## src/rtl/core/pit_pkg.sv

```systemverilog
// shared types and constants for the polygon point-inside test core
package pit_pkg;

  localparam int MAX_VERTICES = 1024;
  localparam int COORD_BITS   = 16;
  localparam int ADDR_W       = $clog2(MAX_VERTICES);
  localparam int CNT_W        = $clog2(MAX_VERTICES + 1);
  localparam int DIFF_W       = COORD_BITS + 1;
  localparam int PROD_W       = 2 * DIFF_W;
  localparam int NUM_W        = PROD_W + 1;

  typedef enum logic [1:0] {
    KIND_PUSH  = 2'd0,
    KIND_POP   = 2'd1,
    KIND_CLEAR = 2'd2,
    KIND_QUERY = 2'd3
  } kind_t;

  typedef enum logic [2:0] {
    ST_IDLE,
    ST_WALK,
    ST_DRAIN1,
    ST_DRAIN2,
    ST_FINISH
  } state_t;

  typedef struct packed {
    logic [1:0]                   kind;
    logic signed [COORD_BITS-1:0] x_coord;
    logic signed [COORD_BITS-1:0] y_coord;
  } in_item_t;

  typedef struct packed {
    logic             inside_res;
    logic [CNT_W-1:0] vertex_total;
  } out_item_t;

  typedef struct packed {
    logic              push;
    logic              pop;
    logic              clear;
    logic              query_load;
    logic              rd_en;
    logic              first;
    logic [ADDR_W-1:0] rd_addr;
    logic              finish;
  } cmd_t;

  typedef struct packed {
    logic [CNT_W-1:0] vcount;
  } stat_t;

endpackage

```

## src/rtl/core/pit_ctrl.sv

```systemverilog
// controller: item decode and edge walk sequencing
module pit_ctrl (
  input  logic          clk,
  input  logic          rst,
  input  logic          start,
  input  logic [1:0]    kind,
  input  pit_pkg::stat_t stat,
  output logic          busy,
  output pit_pkg::cmd_t cmd
);
  import pit_pkg::*;

  state_t           state, state_next;
  logic [CNT_W-1:0] idx, idx_next;
  logic [CNT_W-1:0] addr_sel;

  always_ff @(posedge clk) begin
    if (rst) begin
      state <= ST_IDLE;
      idx   <= '0;
    end else begin
      state <= state_next;
      idx   <= idx_next;
    end
  end

  // first read fetches the last vertex so the closing edge comes out first
  assign addr_sel = (idx == '0) ? (stat.vcount - CNT_W'(1)) : (idx - CNT_W'(1));

  always_comb begin
    state_next = state;
    idx_next   = idx;
    cmd        = '0;
    busy       = 1'b1;
    case (state)
      ST_IDLE: begin
        busy = 1'b0;
        if (start) begin
          case (kind)
            KIND_PUSH:  cmd.push  = 1'b1;
            KIND_POP:   cmd.pop   = 1'b1;
            KIND_CLEAR: cmd.clear = 1'b1;
            KIND_QUERY: begin
              cmd.query_load = 1'b1;
              idx_next       = '0;
              state_next     = (stat.vcount == '0) ? ST_FINISH : ST_WALK;
            end
            default: ;
          endcase
        end
      end
      ST_WALK: begin
        cmd.rd_en   = 1'b1;
        cmd.first   = (idx == '0);
        cmd.rd_addr = addr_sel[ADDR_W-1:0];
        idx_next    = idx + CNT_W'(1);
        if (idx == stat.vcount) begin
          state_next = ST_DRAIN1;
        end
      end
      ST_DRAIN1: state_next = ST_DRAIN2;
      ST_DRAIN2: state_next = ST_FINISH;
      ST_FINISH: begin
        cmd.finish = 1'b1;
        state_next = ST_IDLE;
      end
      default: state_next = ST_IDLE;
    endcase
  end

  a_idx_bound: assert property (@(posedge clk) disable iff (rst)
    state == ST_WALK |-> idx <= stat.vcount)
    else $error("walk index past vertex count");

  a_walk_nonempty: assert property (@(posedge clk) disable iff (rst)
    state == ST_WALK |-> stat.vcount != '0)
    else $error("edge walk on empty store");

  a_finish_once: assert property (@(posedge clk) disable iff (rst)
    cmd.finish |=> !cmd.finish && state == ST_IDLE)
    else $error("finish not followed by idle");

endmodule

```

## config.mk

```make
export PLATFORM = sky130hd
export DESIGN_NAME = pit_ctrl
export DESIGN_NICKNAME = d
export VERILOG_FILES = /design/src/rtl/core/pit_pkg.sv /design/src/rtl/core/pit_ctrl.sv
export SDC_FILE = /design/constraint.sdc
export NUM_CORES = 1
export LEC_CHECK = 0
export ABC_AREA = 1
export BUFFER_PORTS_ARGS = -buffer_cell sky130_fd_sc_hd__buf_4
export CORE_MARGIN = 3
export CORE_UTILIZATION = 40
export DETAILED_ROUTE_END_ITERATION = 12
export PLACE_DENSITY = 0.69
export SYNTH_ARGS = -nofsm -noshare
export SYNTH_HDL_FRONTEND = slang
export SYNTH_SLANG_ARGS = --single-unit
export TNS_END_PERCENT = 50
```

## constraint.sdc

```tcl
create_clock -name clk -period 2 [get_ports clk]
set_input_delay 0.2 -clock clk [delete_from_list [all_inputs] [get_ports clk]]
set_output_delay 0.2 -clock clk [all_outputs]
set_load 0.01 [all_outputs]
```

* Yosys cells after proc, flatten, opt, wreduce, memory -nomap -nowiden
Cells that the tools add are included. Widths: inputs -> output; s select.
Storage, ports and cells: bits in registers 14, logic and storage cells 41, input port bits 16, output and inout port bits 18
Cells by class: add/sub/neg operators 3, reduce and logical (&&, ||, !) cells 7, muxes and demuxes 18, equality and inequality tests 11
Operators by type and width (count):
- $logic_not 11->1 | 2
- $mux 11 | 2
- $pmux 11 s2 | 1
- $sub 10x1->10 const B | 2
- $mux 12 | 1
- $mux 3 | 4
- $pmux 3 s4 | 1
- $add 11x1->11 const B | 1
- $eq 11x11->1 | 1
- $mux 10 | 1
- $mux 4 | 2
- $eq 3x2->1 const B | 2
- $mux 1 | 6
- $reduce_and 3->1 | 2
- $eq 2x2->1 const B | 2
- $ne 2x2->1 const B | 2
- $eq 3x1->1 const B | 1
- $eq 3x3->1 const B | 1
- $logic_not 3->1 | 1
- $eq 2x1->1 const B | 1
- $logic_not 2->1 | 1
- $ne 2x1->1 const B | 1
- $reduce_bool 2->1 | 1

* Longest topological paths before layout
word-level depth 5, depth in mapped cells 15, gate-level depth less buffers 15

* Least setup slack after synthesis
No wires, ideal clock.
path kind flip-flop to output port, start register idx[0], end output cmd[7] (netlist bit), buffers on the path 0, cell stages (with the launch flop) 16, required time 1.800 ns, slack 0.010 ns, data arrival time 1.790 ns, cells stage by stage dfxtp_1 inv_1 ha_1 inv_1 nor2_1 nand2_2 nor2_4 nand3_1 nand2_2 ha_1 inv_1 nor2_2 nand2_1 nand2_1 nand2_1 nor2_1
RTL lines:
- start: declaration | RTL line pit_ctrl.sv:14 | logic [CNT_W-1:0] idx, idx_next;
- start signal: assignment | RTL line pit_ctrl.sv:23 | idx <= idx_next;
- end: declaration | RTL line pit_ctrl.sv:9 | output pit_pkg::cmd_t cmd

==> impl_metrics.py <==
metrics = {
    "status": {
        "status": "finished with violations",
        "violations": "setup timing",
    },
    "sta": {
        "setup_tns_ns": -1.265,
        "setup_ws_ns": -0.2147,
        "max_slew_margin": 0.6885,
        "final-max-slew-violation-count": 0,
        "setup_viol": 8,
        "fin_crit_sh": 1.107,
        "finalCriticalPeriod_ns": 2.215,
        "worst-slew-pin-transition_ns": 0.4637,
        "clock.fmax_mhz": 451.5,
        "hold_viol_final": 0,
        "rsz0062_at_grt": "yes",
        "skew_ns": 0.004059,
    },
    "power_and_ir_drop": {
        "peakVddDrop_mv": 0.3984,
        "power_mw": 0.9233,
        "power.density_nw_per_um2": 448.8,
        "p_leak_nw": 0.9401,
    },
    "setup_path": {
        "critical_path.max_fanout": 6,
        "r2r_start": "idx[0]",
        "worst-setup-path-type": "reg2out",
        "critPathCaptureType": "primary output",
        "rrSetupSlack_ns": 0.34,
        "ff2ff_path_depth": 12,
        "crit_start": "idx[0]",
        "timing.rr.end": "idx[9]",
        "crit_arrival_ns": 2.01,
        "start_kind": "register",
        "crit_required_ns": 1.80,
        "cp-endpoint": "cmd[10]",
    },
    "global_routing": {
        "gr-usage-met1": 0.2246,
        "use_met3": 0.04160,
        "antenna_found_initial": 0,
        "grt-ovfl-total": 0,
        "grt_usage": 0.1901,
        "top_usage_layer": "met2",
        "groute.layer.met2.usage": 0.3436,
        "grt_pass1_wl_mm": 6.665,
        "grt_max_degree": 10,
        "grt_pass1_vias": 1545,
    },
    "die": {
        "coreArea_um2": 3468,
        "num_rows": 21,
        "die_w_um": 67.27,
        "die_y_um": 67.27,
        "die-area_um2": 4525,
        "start_util": 0.4329,
        "io_pins": 34,
    },
    "clock_network": {
        "path_clk_slew_ns": 0.06,
        "clk_latency_ns": 0.26,
        "clockRootBuffer": "clkbuf_8",
        "cts_max_path_buffers": 2,
        "cts_buffers": 3,
        "cts_tree": "done",
        "clock-sinks": 14,
        "h-tree-depth": 1,
    },
    "final_layout": {
        "num-fill-cells": 359,
        "nets": 307,
        "antenna_cells": 0,
        "drive_gt1_frac": 0.4251,
        "regArea_um2": 282.8,
        "multi_input_area_um2": 1125,
        "area_growth_pct": 37.00,
        "final_util": 0.5931,
    },
    "logic_synthesis": {
        "avgSynthCellArea_um2": 6.416,
        "synth_fa_ha_area_frac": 0.02500,
        "synth_fp_nets": 253,
        "synth.area.mux_share": 0,
        "synth_seq_area_share": 0.1867,
        "ys_ff_latch": 14,
        "ys.warnings.count": 0,
        "synthSimpleGateAreaFrac": 0.4758,
        "synth_xor_area_frac": 0.05250,
        "syn_area_um2": 1501,
        "synth_top_family_by_area": "simple AND/OR/NAND/NOR gates",
        "postSynthCellCount": 234,
        "synth_compound_gate_area_share": 0.1475,
        "synth.distinct_cells": 31,
    },
    "worst_hold_path": {
        "hold_path_depth": 2,
        "hold_path_class": "in2reg",
    },
    "detailed_routing": {
        "wl_per_cell_um": 12.05,
        "drtPass1Iterations": 4,
        "drt-initial-drc-count": 104,
        "via_count": 1638,
        "drcViolationCount": 0,
        "wl_mm": 4.014,
        "postRouteAntennaNets": 0,
        "via_per_inst": 4.919,
    },
    "placement": {
        "numPortBuffers": 33,
        "dp_slack_ns": -0.02283,
        "gp_congestion": 0.9290,
        "hpwl_mm": 3.150,
    },
    "run": {
        "drv_cap": 0,
    },
}
==> area by class of cell <==
type | instances | share of cell area
clock buffers | 4 | 0.02676
inverters | 33 | 0.06022
multi-input cells | 182 | 0.5468
flip-flops and latches | 14 | 0.1375
well taps | 46 | 0.02798
repair buffers | 54 | 0.2007
==> power by group <==
group | internal, mW | switching (mW) | leakage, nW
Clock | 0.175 | 0.114 | 0.0288
Combinational | 0.155 | 0.193 | 0.797
Sequential | 0.283 | 0.00351 | 0.114
==> cell usage after synthesis (all sizes together) <==
cell type,instances,area [um^2]
nand2,50,235.2
buf,5,45.04
nor2,44,212.7
o21ai,15,86.33
nand4,5,31.28
nand3,18,130.1
nand3b,1,7.510
a31o,1,8.760
nor3,10,72.57
a31oi,2,12.51
a21oi,19,106.4
a21o,1,7.510
inv,33,123.9
ha,3,37.54
xor2,2,17.52
xnor2,7,61.31
dfxtp,14,280.3
nor4,4,25.02
==> metrics by stage <==
stage	instance area (um^2)	std cells	hold WS [ns]
floorplan	1501	234	0.4504
global placement	1882	324	0.4330
detailed placement	1882	324	0.4389
CTS	1994	331	0.1622
global route	2057	333	0.1686
finish	2057	333	0.1621
==> state kept, by name (all words and copies together) (netlist names) <==
signal and flops:
state 3, idx 11
==> metal layers <==
layer  share of wire  wire (um)
met4          0.0095         38
met2            0.50       1987
met3           0.052        207
met1            0.44       1780
met5               0          0
==> critical path, stage by stage (launching register included) <==
cell and delay (ns):
dfxtp_2 0.32, inv_2 0.07, ha_4 0.14, inv_2 0.03
nor2_2 0.09, nand2_2 0.09, buf_6 0.13, nor2_4 0.21
nand2_2 0.08, nand2_2 0.10, inv_2 0.04, nand2_2 0.06
nor2_2 0.05, nand3_2 0.06, nand2_1 0.05, nor2_1 0.10
buf_4 0.13
==> cells in the final DEF, fill, tap and decap left out, types with 4 or more instances in the layout <==
cell and count:
buf_4 52, nand2_1 31, nor2_1 29, inv_1 21, nand2_2 16, a21oi_1 16, o21ai_0 13, inv_2 12
dfxtp_1 12, nand3_1 11, nor2_2 10, nor3_1 8, xnor2_1 7, nor2_4 5, nand3_2 5, nand4_1 5
nor4_1 4, clkbuf_8 4
==> what timing repair did <==
item,CTS,global route
cloned,0,0
buffers inserted,3,2
hold buffers,0,0
resized for setup,12,16
pin swaps,11,11
setup endpoints to repair,9,9
==> worst min-delay path by stage <==
stage | from | end | slack [ns]
floorplan | kind[0] | cmd[14] | 0.45
global placement | rst | idx[1] | 0.43
detailed placement | rst | idx[1] | 0.44
CTS | rst | idx[1] | 0.16
global route | rst | idx[1] | 0.17
finish | rst | idx[1] | 0.16
==> kinds of logic (layout without fill, tap and decap cells) <==
| logic type | after synthesis | in the layout |
|---|---|---|
| AND/OR/NAND/NOR | 132 | 132 |
| AO/OA/AOI/OAI | 38 | 38 |
| buffers and inverters | 38 | 91 |
| flip-flops | 14 | 14 |
| XOR/XNOR | 9 | 9 |
| adder cells (fa/ha/maj) | 3 | 3 |
(Power assumes the default switching activity.)
